--- config.mk ---
export PLATFORM = sky130hd
export DESIGN_NAME = grfc_ram
export DESIGN_NICKNAME = d
export VERILOG_FILES = /design/src/rtl/grfc_ram.sv
export SDC_FILE = /design/constraint.sdc
export NUM_CORES = 1
export LEC_CHECK = 0
export BUFFER_PORTS_ARGS = -buffer_cell sky130_fd_sc_hd__buf_4
export CORE_MARGIN = 5
export CORE_UTILIZATION = 41
export DETAILED_ROUTE_END_ITERATION = 10
export PLACE_DENSITY_LB_ADDON = 0.08
export REMOVE_ABC_BUFFERS = 1
export SYNTH_ARGS = -nofsm -noshare
export SYNTH_HDL_FRONTEND = slang
export SYNTH_SLANG_ARGS = --single-unit
--- constraint.sdc ---
create_clock -name clk -period 1.8 [get_ports clk]
set_input_delay 0.36 -clock clk [delete_from_list [all_inputs] [get_ports clk]]
set_output_delay 0.36 -clock clk [all_outputs]
set_load 0.01 [all_outputs]
--- src/rtl/grfc_ram.sv ---
// Generic single-port synchronous RAM with a registered read.
module grfc_ram #(
  parameter int WIDTH = 8,
  parameter int DEPTH = 16
) (
  input  logic                     clk,
  input  logic                     we,
  input  logic [$clog2(DEPTH)-1:0] addr,
  input  logic [WIDTH-1:0]         wdata,
  output logic [WIDTH-1:0]         rdata
);

  logic [WIDTH-1:0] mem [DEPTH];

  // The write lands on the clock edge; the read data is registered and shows the old contents.
  always_ff @(posedge clk) begin
    if (we) begin
      mem[addr] <= wdata;
    end
    rdata <= mem[addr];
  end

endmodule

==> impl_metrics.ini <==
[place]
dpl_worst_slack_ns = -0.0721
hpwl_um = 7300
gp_congestion = 0.759
port_buffers = 21

[cts]
cts_made_buffers = 17
cts_tree = yes
cts_root_buf = clkbuf_16
cts_setup_buffers = 0
htreeDepth = 4
cts_buffer_depth = 2
worstSkewPairLatency_ns = 0.41
cts.hold.buffers_added = 0
numClockSinks = 136
cts.clk_slew.worst_paths_ns = 0.06
ctsResizeCount = 0

[setup_path]
crit_path_end_kind = register
critical_path.max_fanout = 1
critPathKind = reg -> reg
crit_required_ns = 2.08
worst-r2r-cell-count = 3
cp.arrival_ns = 1.72
startpoint_type = register

[drt]
wire_per_inst_um = 22.5
vias = 2445
vias_per_cell = 5.13
firstDrtPassIters = 4
wirelength_um = 10700
drtAntennaViolNets = 0
drcViolationCount = 0
first_iter_violations = 194

[sta]
hold_viol = 0
setup_viol = 0
layout_setup_ws_ns = 0.352
period_minus_slack_ns = 1.45
max_freq_ghz = 0.691
slew_viol_final = 0
relSlewSlack_pct = 48.9
finalCritPeriodShare_pct = 80.4
clock_skew_ns = 0.0119
rsz0062_at_grt = false
worst_slew_pin_slew_ns = 0.763
holdWs_ns = 0.274

[cells_and_area]
area_growth_pct = 24.0
fill_cells = 973
fin_util_pct = 52.1
diodes = 0
nets = 310
final_common_cell = edfxtp_1
layout_common_cells = edfxtp_1 (128), buf_4 (53), mux4_2 (32)
layout-drive-gt1-share_pct = 38.5

[floorplanning]
die_area_mm2 = 0.0147
top_level_ports = 22
die_w_um = 121
start_util_pct = 42.0
fp.coreArea_mm2 = 0.0121
num_rows = 40
die_h_um = 121

[yosys]
syn_inst = 230
yosysUniqueCellTypes = 18
synth-seq-cells = 136
postSynthAreaPerCell_um2 = 22.0
yosysSeqAreaShare_pct = 79.0
synth.yosys.warnings = 0
netlist_area_mm2 = 0.00507

[power]
ir_worst_vdd_mv = 0.402
powerDensity_mw_per_mm2 = 1150
leakage_nw = 2.12
power.total_mw = 7.24

[global_routing]
antenna_found_initial = 0
grt-ovfl-total = 0
grt_pass1_vias = 2575
track_usage_pct = 16.1
grt_max_degree = 24
grt_pass1_wl_um = 16500

[flow_run]
cap_violations = 0

[outcome]
status = completed

[min_path]
min_path_type = in -> reg
hold_depth = 1
-- layer usage --
layer  share of wire [%]  wire length (um)  GRT usage [%]
met2                  48              5140           24.4
met1                  46              5000           22.7
met3                 4.6               493           4.57
met5                   0                 0              0
met4                 1.1               113           5.46
-- worst paths after layout --
check	start	endpoint	slack, ns
hold reg to reg	mem[14][4]$_DFFE_PP_	rdata[4]$_DFF_P_	0.68
setup / recovery	mem[2][2]$_DFFE_PP_	rdata[2]$_DFF_P_	0.35
setup reg to reg	mem[2][2]$_DFFE_PP_	rdata[2]$_DFF_P_	0.35
hold / removal	wdata[7]	mem[13][7]$_DFFE_PP_	0.27
-- final cells by class --
type / count / area (um2) / area share [%]
flip-flops and latches: 136 / 4000 / 63.7
clock inverters: 12 / 129 / 2.05
well taps: 168 / 210 / 3.35
repair buffers: 58 / 498 / 7.93
clock buffers: 20 / 437 / 6.95
multi-input cells: 83 / 1000 / 16.0
-- cells by family (layout without fill, tap and decap cells) --
family / count (synthesis) / in the layout / share of synthesized area [%]
AO/OA/AOI/OAI: 16 / 16 / 2.37
multiplexers: 32 / 32 / 14.2
buffers and inverters: 11 / 90 / 1.19
AND/OR/NAND/NOR: 35 / 35 / 3.21
flip-flops: 136 / 136 / 79.0
-- cells in the mapped netlist (all sizes together) --
cell type | number | area share (%)
nor2 | 13 | 0.96
dfxtp | 8 | 3.2
nor2b | 2 | 0.25
nand3b | 2 | 0.30
nand3 | 1 | 0.099
buf | 8 | 0.94
a22oi | 16 | 2.4
and2 | 1 | 0.12
mux4 | 32 | 14
nor3 | 4 | 0.40
clkbuf | 3 | 0.25
or3b | 1 | 0.17
nand2b | 2 | 0.25
nand2 | 9 | 0.67
edfxtp | 128 | 76
-- power breakdown --
group          total, mW  internal (mW)  switching [mW]  leakage (nW)
logic              0.400          0.190           0.210         0.625
clock network       3.28           2.03            1.25         0.271
registers           3.56           3.54          0.0235          1.22
-- critical path, stage by stage, from the launching register on --
cell and delay (ns):
edfxtp_1 0.36, mux4_2 0.46, a22oi_1 0.39, nand2_1 0.11
-- per-stage QoR --
| step | setup TNS [ns] | area (um2) | std cells |
|---|---|---|---|
| after global placement | -0.0953 | 5720 | 445 |
| final | 0 | 6280 | 477 |
| after detailed placement | -0.107 | 5720 | 445 |
| after floorplan | -0.423 | 5010 | 219 |
| after global routing | 0 | 6280 | 477 |
| after CTS | 0 | 6280 | 477 |
-- state kept, by name, indices dropped and copies added (netlist names) --
signal  cells
rdata       8
mem       128
No activity file was read; power rests on OpenSTA's default activity.
